<file path="src/rtl/rss_pkg.sv">
package rss_pkg;

    localparam int IMG_ROWS_MAX_DEF = 64;
    localparam int IMG_COLS_MAX_DEF = 64;
    localparam int TPL_ROWS_MAX_DEF = 16;
    localparam int TPL_COLS_MAX_DEF = 16;

    localparam int CMD_W      = 2;
    localparam int COORD_W    = 6;
    localparam int CHAN_W     = 8;
    localparam int PIXEL_W    = 3 * CHAN_W;
    localparam int CFG_IDX_W  = 2;
    localparam int CFG_DATA_W = 7;
    localparam int IMG_SIZE_W = 7;
    localparam int TPL_SIZE_W = 5;

    typedef enum logic [CMD_W-1:0] {
        CMD_WR_IMG = 2'd0,
        CMD_WR_TPL = 2'd1,
        CMD_SEARCH = 2'd2
    } t_cmd;

    typedef enum logic [CFG_IDX_W-1:0] {
        CFG_IMAGE_ROWS = 2'd0,
        CFG_IMAGE_COLS = 2'd1,
        CFG_TMPL_ROWS  = 2'd2,
        CFG_TMPL_COLS  = 2'd3
    } t_cfg_idx;

    typedef enum logic [2:0] {
        ST_IDLE,
        ST_SETUP,
        ST_CHECK,
        ST_READ,
        ST_CMP,
        ST_DONE
    } t_state;

    typedef struct packed {
        logic wr_img;
        logic wr_tpl;
        logic load_sizes;
        logic clr_scan;
        logic rd_en;
        logic step_tmpl;
        logic step_scan;
        logic out_load;
        logic out_found;
    } t_ctrl;

    typedef struct packed {
        logic fits;
        logic pix_eq;
        logic tmpl_last;
        logic scan_last;
        logic out_busy;
    } t_status;

endpackage

</file>
<file path="src/rtl/rss_ctrl.sv">
module rss_ctrl
    import rss_pkg::*;
(
    input  logic             i_clk,
    input  logic             i_rst_n,
    input  logic             i_valid,
    input  logic [CMD_W-1:0] i_cmd,
    input  t_status          i_status,
    output logic             o_ready,
    output t_ctrl            o_ctrl
);

    t_state r_state, n_state;
    logic   r_found, n_found;
    logic   w_acc;

    assign w_acc = i_valid && (r_state == ST_IDLE);

    always_ff @(posedge i_clk) begin
        if (!i_rst_n) begin
            r_state <= ST_IDLE;
            r_found <= 1'b0;
        end else begin
            r_state <= n_state;
            r_found <= n_found;
        end
    end

    always_comb begin
        n_state = r_state;
        n_found = r_found;
        o_ready = 1'b0;
        o_ctrl  = '0;
        case (r_state)
            ST_IDLE: begin
                o_ready       = 1'b1;
                o_ctrl.wr_img = w_acc && (i_cmd == CMD_WR_IMG);
                o_ctrl.wr_tpl = w_acc && (i_cmd == CMD_WR_TPL);
                if (w_acc && (i_cmd == CMD_SEARCH)) begin
                    n_state = ST_SETUP;
                end
            end
            ST_SETUP: begin
                o_ctrl.load_sizes = 1'b1;
                o_ctrl.clr_scan   = 1'b1;
                n_state           = ST_CHECK;
            end
            ST_CHECK: begin
                if (i_status.fits) begin
                    n_state = ST_READ;
                end else begin
                    n_found = 1'b0;
                    n_state = ST_DONE;
                end
            end
            ST_READ: begin
                o_ctrl.rd_en = 1'b1;
                n_state      = ST_CMP;
            end
            ST_CMP: begin
                if (i_status.pix_eq) begin
                    if (i_status.tmpl_last) begin
                        n_found = 1'b1;
                        n_state = ST_DONE;
                    end else begin
                        o_ctrl.step_tmpl = 1'b1;
                        n_state          = ST_READ;
                    end
                end else begin
                    if (i_status.scan_last) begin
                        n_found = 1'b0;
                        n_state = ST_DONE;
                    end else begin
                        o_ctrl.step_scan = 1'b1;
                        n_state          = ST_READ;
                    end
                end
            end
            ST_DONE: begin
                if (!i_status.out_busy) begin
                    o_ctrl.out_load  = 1'b1;
                    o_ctrl.out_found = r_found;
                    n_state          = ST_IDLE;
                end
            end
            default: begin
                n_state = ST_IDLE;
            end
        endcase
    end

endmodule

</file>
<file path="config.mk">
export PLATFORM = sky130hd
export DESIGN_NAME = rss_ctrl
export DESIGN_NICKNAME = d
export VERILOG_FILES = /design/src/rtl/rss_pkg.sv /design/src/rtl/rss_ctrl.sv
export SDC_FILE = /design/constraint.sdc
export NUM_CORES = 1
export LEC_CHECK = 0
export ABC_AREA = 1
export BUFFER_PORTS_ARGS = -buffer_cell sky130_fd_sc_hd__buf_2
export CAP_MARGIN = 20
export CORE_AREA = 2 2 39 41
export CTS_BUF_LIST = sky130_fd_sc_hd__clkbuf_4 sky130_fd_sc_hd__clkbuf_8
export DETAILED_ROUTE_END_ITERATION = 6
export DIE_AREA = 0 0 41 43
export GPL_TIMING_DRIVEN = 0
export SLEW_MARGIN = 25
export SYNTH_ARGS = -nofsm -noshare
export SYNTH_HDL_FRONTEND = slang
export SYNTH_SLANG_ARGS = --single-unit
</file>
<file path="constraint.sdc">
create_clock -name i_clk -period 1.2 [get_ports i_clk]
set_input_delay 0.24 -clock i_clk [delete_from_list [all_inputs] [get_ports i_clk]]
set_output_delay 0.24 -clock i_clk [all_outputs]
set_load 0.05 [all_outputs]
</file>
### After elaboration in Yosys (flattened, before gate mapping)

Cells that the tools add are included.
W data, S select, Z words.

| cells by class | value |
|---|---|
| eq/ne operators | 12 |
| multiplexer cells | 23 |
| reductions and logical operators | 9 |

Operator list:

| kind | count |
|---|---|
| $mux W3 | 6 |
| $pmux W3 S6 | 1 |
| $mux W1 | 10 |
| $mux W2 | 5 |
| $eq A3 B2 Y1 const B | 2 |
| $eq A3 B3 Y1 const B | 2 |
| $ne A3 B3 Y1 const B | 2 |
| $logic_and A1 B1 Y1 | 4 |
| $ne A2 B2 Y1 const B | 2 |
| $reduce_and A4 Y1 | 1 |
| $eq A3 B1 Y1 const B | 1 |
| $logic_not A3 Y1 | 1 |
| $eq A2 B1 Y1 const B | 1 |
| $eq A2 B2 Y1 const B | 1 |
| $logic_not A2 Y1 | 1 |
| $ne A2 B1 Y1 const B | 1 |
| $pmux W1 S2 | 1 |
| $reduce_and A2 Y1 | 1 |
| $reduce_bool A2 Y1 | 1 |

| storage, ports and cells | value |
|---|---|
| flip-flop bits (word level) | 4 |
| bits of input ports | 10 |
| output and inout port bits | 10 |

### Depth between registers and ports, before layout

Gate-level depths: netlist (run 1).

| depth | value |
|---|---|
| word-level depth | 5 |
| gate-level depth with buffers | 7 |
| gate-level depth less buffers | 7 |

### Least setup slack after synthesis (run 1)

OpenSTA, ideal clock, no wires.

| timing path | value |
|---|---|
| kind | flip-flop to output port |
| start point | register r_state[2] |
| end point | output port o_ctrl[7] (netlist bit) |
| data arrival time | 2129 ps |
| setup slack | -1169 ps |
| cell stages (with the launch flop) | 5 |
| path buffers | 1 |
| cell sequence | dfxtp_1 -> buf_6 -> nor3_4 -> nand2_1 -> nor3_1 |

RTL lines:

| element | line | text |
|---|---|---|
| from (decl) | rss_ctrl.sv:13 | `t_state r_state, n_state;` |
| from (signal assigned) | rss_ctrl.sv:24 | `r_state <= n_state;` |
| to (decl) | rss_ctrl.sv:10 | `output t_ctrl o_ctrl` |

==> flow_metrics.py, run 1 <==
metrics = {
    "run_status": {
        "status": "complete, but fails checks",
        "failed_checks": "setup timing",
    },
    "layout": {
        "drive_gt1_frac": 0.677,
        "post-route-util": 0.597,
        "fill_cells": 133,
        "nets": 105,
        "antennaDiodeCount": 0,
        "area_growth_pct": 115,
        "fin_area_um2": 826,
        "finalNonFillerCells": 109,
    },
    "power_and_ir_drop": {
        "ir_drop_mv": 0.741,
        "p_per_area_nw_per_um2": 1260,
        "p_leak_uw": 0.000397,
    },
    "placed_design": {
        "dpl_cell_area_um2": 567,
        "dpl.cell_count": 94,
        "gp_congestion": 0.750,
        "place_ws_ps": -251,
        "io_buffer_count": 19,
        "hpwlAfterDp_um": 740,
    },
    "synth": {
        "synthAdderAreaFrac": 0,
        "synth.most_common_cell": "nand2_1",
        "synth_xor_area_frac": 0,
        "synth_cell_types": 22,
        "synthSimpleGateAreaFrac": 0.534,
        "ys_async_sr_fraction": 0,
        "yosys.area.top_type": "dfxtp_1",
        "yosys_most_used_dff": "dfxtp_1",
        "synth-seq-area-share": 0.208,
        "synth_nets": 69,
        "synth_top_family_by_area": "simple AND/OR/NAND/NOR gates",
        "synth_cells": 59,
        "muxShareOfSynthArea": 0,
        "synth_enable_flop_cells": 0,
        "synth-compound-area-share": 0.0717,
        "synth_warnings": 0,
        "synth_top_cell_area_share": 0.208,
        "synthTopCellsByArea": "dfxtp_1 21%, nand2_1 9.8%, nand3_1 9.1%",
        "synth_area_um2": 384,
        "ys_ff_latch": 4,
        "synth.top_cells.by_count": "10 x nand2_1, 9 x inv_1, 7 x nand3_1",
        "synth.avg_cell_area_um2": 6.51,
    },
    "clocking": {
        "numCtsBuffers": 3,
        "clkSinkCount": 4,
        "cts_buffer_depth": 2,
        "path_clk_slew_ps": 40,
        "cts-root-buf": "clkbuf_4",
        "worst_skew_pair.late_latency_ps": 240,
        "cts_tree": "built",
        "htree_levels": 1,
    },
    "floorplanning": {
        "io_pins": 20,
        "num_rows": 14,
        "coreArea_um2": 1380,
        "fp.dieArea_um2": 1760,
        "die_x_um": 41,
        "fp.dieH_um": 43,
        "initial_core_util": 0.278,
    },
    "detailed_routing": {
        "drt-pass1-iter-count": 3,
        "via_per_inst": 4.59,
        "wl_per_cell_um": 9.82,
        "totalWireLength_mm": 1.07,
        "drc": 0,
        "drt-initial-drc-count": 2,
        "ant_nets": 0,
        "dr_total_vias": 500,
    },
    "run": {
        "cap_violations": 0,
    },
    "sta": {
        "worstMarginPinSlew_ps": 150,
        "max_freq_mhz": 664,
        "finalMaxSlewViolations": 0,
        "rsz0062_at_grt": "yes",
        "fin_crit_sh": 1.26,
        "setup_violations": 11,
        "finClkSkew_ps": 2.32,
        "fin_ws_ps": -306,
        "final_hold_viol_count": 0,
        "max-slew-margin-rel": 0.900,
        "period_minus_slack_ps": 1510,
    },
    "setup_path": {
        "endpoint_kind": "primary output",
        "path_class": "reg2out",
        "crit_fanout": 5,
        "cp-start-kind": "flip-flop",
        "worst_ep_arrival_time_ps": 1270,
        "worstPathRequired_ps": 960,
    },
    "grt": {
        "grt_start_max_net_pins": 10,
        "grt_usage": 0.124,
        "grt_first_pass_wirelength_mm": 1.51,
        "antenna_found_initial": 0,
        "overflow": 0,
        "grt_pass1_vias": 427,
    },
    "hold_path": {
        "hold_class": "in2reg",
    },
}
registers in the layout (all words and copies together), names as in the netlist:
signal and flops:
r_found 1, r_state 3
critical path, cell delays in order, from the launching register on:
cell and delay [ps]:
dfxtp_1 300, buf_6 130, buf_4 140, nor2_4 130
nand2_4 80, nor2_4 80, buf_6 160
final timing paths:
path	startpoint	to	slack (ps)	cells past startpoint
max	r_state[0]	o_ctrl[2]	-310	6
min	i_rst_n	r_state[2]	240	3
max reg2reg	r_state[0]	r_found	-170	10
min reg2reg	r_found	r_found	500	2
metrics by stage:
step           hold slack, ps  setup TNS [ps]  power [uW]
2_1_floorplan             338           -1730         538
3_3_place_gp              472            -891         620
3_5_place_dp              483            -996         625
4_1_cts                   240           -2090         926
5_1_grt                   255           -3230        1120
6_report                  237           -2580        1040
where the power goes:
part	switching [uW]	internal, uW	total (uW)	leakage, uW
registers	27.2	157	184	0.0000333
logic	367	325	692	0.000350
clock network	55.7	112	168	0.0000138
total	450	594	1040	0.000397
what timing repair did:
| action | 4_1_cts | 5_1_grt |
|---|---|---|
| endpoints found under the hold margin | 0 | 0 |
| resized for setup | 25 | 13 |
| buffers inserted | 6 | 6 |
| hold buffers | 0 | 0 |
| setup endpoints to repair | 10 | 11 |
| pin swaps | 4 | 2 |
layer usage:
metal,vias up,part of all wire,track usage
met1,221,0.36,0.132
met2,20,0.56,0.209
met3,2,0.068,0.0628
met4,0,0.0075,0.0200
met5,-,0,0
li1,257,-,-
final cells by class:
cell class / instances / area [um2] / share of cell area
Multi-Input combinational cell: 41 / 339 / 0.411
Timing Repair Buffer: 31 / 279 / 0.338
Sequential cell: 4 / 83.8 / 0.102
Inverter: 11 / 47.5 / 0.0576
Buffer: 3 / 33.8 / 0.0409
Clock buffer: 3 / 22.5 / 0.0273
Tap cell: 16 / 20.0 / 0.0242
cell families after synthesis:
family / Yosys count
DFF: 4
AOI/OAI and AO/OA: 4
and+or+nand+nor: 37
buffers and inverters: 14
cell usage in the layout, fill, tap and decap left out, types with 3 or more instances in the layout:
| cell | instances |
|---|---|
| nor3_4 | 3 |
| nand2_2 | 3 |
| nand2_1 | 9 |
| nor2_4 | 5 |
| buf_2 | 9 |
| inv_1 | 6 |
| buf_8 | 4 |
| buf_4 | 10 |
| buf_6 | 10 |
| clkbuf_4 | 3 |
| nand3_1 | 4 |
| dfxtp_1 | 3 |
| nand2_4 | 3 |
(Power assumes the default switching activity.)
==> run 2, diff against run 1 <==
--- a/config.mk
+++ b/config.mk
@@ -5,7 +5,7 @@
 export SDC_FILE = /design/constraint.sdc
 export NUM_CORES = 1
 export LEC_CHECK = 0
-export ABC_AREA = 1
+export ABC_AREA = 0
 export BUFFER_PORTS_ARGS = -buffer_cell sky130_fd_sc_hd__buf_2
 export CAP_MARGIN = 20
 export CORE_AREA = 2 2 39 41
==> constraint.sdc (replaced) <==
create_clock -name i_clk -period 1.8 [get_ports i_clk]
set_input_delay 0.36 -clock i_clk [delete_from_list [all_inputs] [get_ports i_clk]]
set_output_delay 0.36 -clock i_clk [all_outputs]
set_load 0.05 [all_outputs]
==> run 2 against run 1 <==
Effect of this change: the flow now finishes without violations; synthesized cell count fell by 31%; clock skew is 0.97 ps lower; register-to-register slack better by 780 ps; combinational power down 82%; count of clock-buffer cells in the layout stayed put; final area fell by 28%; critical path type unchanged; total power fell by 68%.
==> flow_metrics.py, run 2 <==
metrics = {
    "hold_path": {
        "hold_class": "in2reg",
        "min_to": "r_state[1]",
        "min_path_cells": 2,
        "min_from": "i_rst_n",
    },
    "layout": {
        "fill_cells": 141,
        "regArea_um2": 85.1,
        "fin_area_um2": 591,
        "nets": 78,
        "layout_common_cells": "14 x buf_2, 5 x clkbuf_4, 5 x buf_4, 4 x buf_6, 3 x a21oi_1",
        "drive_gt1_frac": 0.621,
        "largest_reg_flops": 3,
        "post-route-util": 0.427,
        "regMostFlops": "r_state",
        "multi_input_area_um2": 288,
        "antennaDiodeCount": 0,
        "top_regs": "r_state x3, r_found x1",
        "area_growth_pct": 76.1,
        "layout.cells.most_common": "buf_2",
    },
    "setup_path": {
        "endpoint_kind": "primary output",
        "path_delay_family": "simple AND/OR/NAND/NOR gates",
        "worstPathRequired_ps": 1440,
        "cp-start-kind": "flip-flop",
        "slowest_stage": "or3b_4",
        "r2r_cells": 3,
        "crit_chain": "or3b_4 > nor3b_4 > buf_6",
        "path_class": "reg2out",
        "cpPeakStageDelay_ps": 450,
        "reg2reg_to": "r_found",
        "r2r_start": "r_state[0]",
        "r2r_slack_ps": 610,
        "cp_num_buf_inv": 1,
        "worst_ep_arrival_time_ps": 1420,
        "crit_fanout": 8,
    },
    "sta": {
        "max_freq_mhz": 562,
        "final_hold_viol_count": 0,
        "finClkSkew_ps": 1.35,
        "rsz0062_at_grt": "yes",
        "period_minus_slack_ps": 1780,
        "finalMaxSlewViolations": 0,
        "max-slew-margin-rel": 0.837,
        "worstMarginPinSlew_ps": 244,
        "fin_ws_ps": 19.3,
        "setup_violations": 0,
        "fin_crit_sh": 0.989,
    },
    "grt": {
        "overflow": 0,
        "grt_usage": 0.112,
        "grt_start_max_net_pins": 11,
        "grt_pass1_vias": 357,
        "antenna_found_initial": 0,
        "grt_first_pass_wirelength_mm": 1.37,
    },
    "synth": {
        "synth_enable_flop_cells": 0,
        "yosys_most_used_dff": "dfxtp_1",
        "ys_async_sr_fraction": 0,
        "ys_ff_latch": 4,
        "synth_area_um2": 335,
        "synthTopCellsByArea": "dfxtp_1 24%, nor3b_1 9.0%, a21oi_1 4.5%",
        "synth_cells": 41,
        "synth_top_cell_area_share": 0.239,
        "synth_cell_types": 27,
        "yosys.area.top_type": "dfxtp_1",
        "synth-seq-area-share": 0.239,
        "synth.top_cells.by_count": "4 x dfxtp_1, 4 x nor3b_1, 3 x a21oi_1",
        "synth_warnings": 0,
        "synth_nets": 51,
        "synth.avg_cell_area_um2": 8.18,
    },
    "power_and_ir_drop": {
        "p_per_area_nw_per_um2": 563,
        "ir_drop_mv": 0.287,
        "p_leak_uw": 0.000263,
    },
    "detailed_routing": {
        "wl_per_cell_um": 10.3,
        "drt-initial-drc-count": 2,
        "drt-pass1-iter-count": 4,
        "totalWireLength_um": 843,
        "via_per_inst": 4.65,
        "dr_total_vias": 381,
        "ant_nets": 0,
        "drc": 0,
    },
    "placed_design": {
        "gp_congestion": 0.721,
        "dpl_cell_area_um2": 508,
        "io_buffer_count": 19,
        "place_ws_ps": 82.2,
        "hpwlAfterDp_um": 651,
    },
    "run_status": {
        "status": "complete, no violations",
    },
    "clocking": {
        "worst_skew_pair.late_latency_ps": 230,
        "htree_levels": 1,
        "cts-root-buf": "clkbuf_4",
        "path_clk_slew_ps": 40,
        "cts_buffer_depth": 2,
        "numCtsBuffers": 3,
        "clkSinkCount": 4,
        "cts_tree": "built",
    },
    "floorplanning": {
        "die_x_um": 41,
        "num_rows": 14,
        "coreArea_um2": 1380,
        "fp.dieArea_um2": 1760,
        "io_pins": 20,
        "fp.dieH_um": 43,
        "initial_core_util": 0.242,
    },
    "run": {
        "cap_violations": 0,
    },
}
[run 2: cell types whose count changed after synthesis, moves of 2 or more]
cell,before,now
inv_1,9,1
nand2_1,10,2
nand3_1,7,1
nand2_2,4,0
nor2_1,6,2
nor3b_1,1,4
a21oi_1,1,3
buf_2,0,2
buf_6,2,0
nand2b_1,0,2
nand3b_1,0,2
nand4_1,2,0
[run 2: per-stage QoR]
stage	hold slack (ps)	std cells	power (uW)	TNS, ps
2_1_floorplan	460	41	184	-253
3_3_place_gp	490	76	214	0
3_5_place_dp	489	76	215	0
4_1_cts	370	81	336	-41.9
5_1_grt	391	82	352	-36.5
6_report	373	82	333	0
[run 2: cells by family (layout without fill, tap and decap cells)]
group	count (synthesis)	count (layout)	synth area share
flip-flops	4	4	0.239
buffers and inverters	5	30	0.0746
AND/OR/NAND/NOR	22	22	0.466
multiplexers	2	2	0.0634
AO/OA/AOI/OAI	8	8	0.157
[run 2: worst max path at each step]
stage                     end  slack [ps]        from  cells after the start
CTS                 o_ctrl[3]         -30  r_state[1]                      4
global route        o_ctrl[3]         -40  r_state[0]                      3
global placement    o_ctrl[3]          90  r_state[1]                      4
finish              o_ctrl[3]          20  r_state[0]                      3
detailed placement  o_ctrl[3]          80  r_state[1]                      4
floorplan           o_ctrl[0]        -210  r_state[0]                      3
[run 2: metal layers]
metal  GRT usage  wire length (um)  up-vias  part of all wire
met3      0.0157                42        0             0.050
met1       0.135               363      169              0.43
met4      0.0600                 0        0                 0
li1            -                 -      203                 -
met2       0.178               437        9              0.52
met5           0                 0        -                 0
[run 2: power breakdown]
group	internal, uW	switching [uW]
logic	52.2	75.5
clock network	74.2	31.5
registers	93.8	5.47
total	220	113
[run 2: worst reg2reg max path: cells and delay by family (launching register included)]
kind             cells  cell delay [ps]
AND/OR/NAND/NOR      1              450
AO/OA/AOI/OAI        2              270
flip-flops           1              360
[run 2: repair_timing]
item / in CTS / in global routing
setup buffers: 2 / 2
gates resized for setup: 8 / 8
pin swaps: 2 / 2
hold buffers: 0 / 0
cloned: 0 / 0
endpoints found under the setup margin: 5 / 6
[run 2: layout make-up]
cell class | count | area share
Timing Repair Buffer | 23 | 0.258
Tap cell | 16 | 0.0339
Clock buffer | 3 | 0.0381
Inverter | 2 | 0.0127
Buffer | 2 | 0.0254
Multi-Input combinational cell | 32 | 0.487
Sequential cell | 4 | 0.144
==> run 3, diff against run 2 <==
--- a/config.mk
+++ b/config.mk
@@ -9,7 +9,8 @@
 export BUFFER_PORTS_ARGS = -buffer_cell sky130_fd_sc_hd__buf_2
 export CAP_MARGIN = 20
 export CORE_AREA = 2 2 39 41
-export CTS_BUF_LIST = sky130_fd_sc_hd__clkbuf_4 sky130_fd_sc_hd__clkbuf_8
+export CTS_BUF_LIST = sky130_fd_sc_hd__clkbuf_8
+export CTS_CLUSTER_DIAMETER = 60
 export DETAILED_ROUTE_END_ITERATION = 6
 export DIE_AREA = 0 0 41 43
 export GPL_TIMING_DRIVEN = 0
==> constraint.sdc (replaced) <==
create_clock -name i_clk -period 2.3 [get_ports i_clk]
set_input_delay 0.46 -clock i_clk [delete_from_list [all_inputs] [get_ports i_clk]]
set_output_delay 0.46 -clock i_clk [all_outputs]
set_load 0.05 [all_outputs]
==> run 3 against run 2 <==
Effect of this change: flip-flop and latch count stayed put; via count is 2.6% lower; cell count is 3.7% lower; total power is 9.3% lower.
==> flow_metrics.py, run 3 (synthesis results as in run 2) <==
metrics = {
    "power_and_ir_drop": {
        "p_leak_uw": 0.000241,
        "ir_drop_mv": 0.290,
        "p_per_area_nw_per_um2": 590,
    },
    "grt": {
        "overflow": 0,
        "gr-usage-met2": 0.144,
        "grt_pass1_vias": 300,
        "grt_first_pass_wirelength_mm": 1.17,
        "grt_usage": 0.100,
        "globalRouteMet1Util": 0.125,
        "grt_use_met3": 0.0314,
        "grt.busiest_layer": "met2",
        "antenna_found_initial": 0,
        "grt_start_max_net_pins": 11,
    },
    "layout": {
        "drive_gt1_frac": 0.508,
        "finalNonFillerCells": 79,
        "top_regs": "r_state x3, r_found x1",
        "fill_cells": 155,
        "largest_reg_flops": 3,
        "layout.cells.most_common": "buf_2",
        "area_growth_pct": 52.6,
        "regMostFlops": "r_state",
        "layout_common_cells": "21 x buf_2, 4 x dfxtp_1, 3 x a21oi_1, 3 x clkbuf_8",
        "nets": 75,
        "multi_input_area_um2": 250,
        "antennaDiodeCount": 0,
        "regArea_um2": 80.1,
    },
    "sta": {
        "period_minus_slack_ps": 1980,
        "finClkSkew_ps": 0.618,
        "fin_crit_sh": 0.862,
        "final_hold_viol_count": 0,
        "worstMarginPinSlew_ps": 320,
        "rsz0062_at_grt": "no",
        "max_freq_mhz": 504,
        "finalMaxSlewViolations": 0,
        "max-slew-margin-rel": 0.786,
        "tns_ps": 0,
        "setup_violations": 0,
    },
    "placed_design": {
        "io_buffer_count": 19,
        "gp_congestion": 0.687,
        "hpwlAfterDp_um": 637,
        "dpl.cell_count": 76,
    },
    "floorplanning": {
        "die_x_um": 41,
        "fp.dieArea_um2": 1760,
        "num_rows": 14,
        "coreArea_um2": 1380,
        "io_pins": 20,
        "initial_core_util": 0.242,
        "fp.dieH_um": 43,
    },
    "clocking": {
        "path_clk_slew_ps": 30,
        "numCtsBuffers": 3,
        "cts_setup_buffers": 0,
        "clkSinkCount": 4,
        "cts-root-buf": "clkbuf_8",
        "worst_skew_pair.late_latency_ps": 210,
        "ctsHoldBuffers": 0,
        "ctsResizeCount": 0,
        "htree_levels": 1,
        "cts_buffer_depth": 2,
        "cts_tree": "built",
    },
    "detailed_routing": {
        "via_per_inst": 4.70,
        "wl_per_cell_um": 9.78,
        "drc": 0,
        "totalWireLength_um": 773,
        "drt-pass1-iter-count": 4,
        "dr_total_vias": 371,
        "drt-initial-drc-count": 4,
        "ant_nets": 0,
    },
    "setup_path": {
        "slowest_stage": "or3b_4",
        "crit_fanout": 10,
        "cpMostUsedCell": "buf_2",
        "worstPathRequired_ps": 1840,
        "path_class": "reg2out",
        "cpPeakStageDelay_ps": 420,
        "crit_chain": "buf_2 > or3b_4 > nor3b_2 > buf_2",
        "path_delay_family": "simple AND/OR/NAND/NOR gates",
        "endpoint_kind": "primary output",
        "cp-start-kind": "flip-flop",
        "worst_ep_arrival_time_ps": 1520,
        "cp_num_buf_inv": 2,
    },
    "run": {
        "cap_violations": 0,
    },
    "run_status": {
        "status": "complete, no violations",
    },
    "hold_path": {
        "hold_class": "in2reg",
    },
}
run 3: changes by cell type in the layout (fill, tap and decap cells not counted), moves of 2 or more:
cell,change
buf_6,-4
nor3_2,+2
nor3b_4,-2
buf_2,+7
clkbuf_8,+3
nor3_4,-2
dfxtp_1,+2
clkbuf_4,-5
buf_4,-4
run 3: routing by layer:
layer / share of wire / vias up
met3: 0.061 / 0
met2: 0.49 / 12
met5: 0 / -
li1: - / 197
met4: 0 / 0
met1: 0.45 / 162
run 3: area by class of cell:
class,count,share of cell area
Tap cell,16,0.0391
Timing Repair Buffer,19,0.186
Clock buffer,3,0.0807
Buffer,3,0.0342
Sequential cell,4,0.156
Inverter,2,0.0147
Multi-Input combinational cell,32,0.489
run 3: report_power, final:
group	total, uW	switching [uW]	internal [uW]	leakage, uW
clock network	143	31.6	111	0.0000216
logic	81.4	52.4	29.0	0.000187
registers	77.7	4.35	73.4	0.0000324
total	302	88.3	213	0.000241
run 3: per-stage QoR:
step                      setup WS, ps  power, uW  instance area [um2]   util  hold WS [ps]
final                              316        302                  512  0.370           501
after global routing               265        320                  512  0.370           516
after CTS                          306        309                  512  0.370           494
after detailed placement           535        161                  470  0.340           507
after global placement             538        160                  470  0.340           500
after floorplan                   3.17        137                  355      -           460
run 3: worst reg2reg max path, delay by kind of cell, from the launching register on:
family	cells	cell delay, ps
AND/OR/NAND/NOR	1	420
flip-flops	1	290
AO/OA/AOI/OAI	2	270
buffers and inverters	1	170
run 3: path summary, 6_finish.rpt:
path / startpoint / to / slack (ps) / depth (start not counted)
max: r_state[1] / o_ctrl[3] / 320 / 4
min: i_rst_n / r_state[1] / 500 / 2
max reg2reg: r_state[1] / r_found / 1030 / 4
min reg2reg: r_found / r_found / 500 / 2
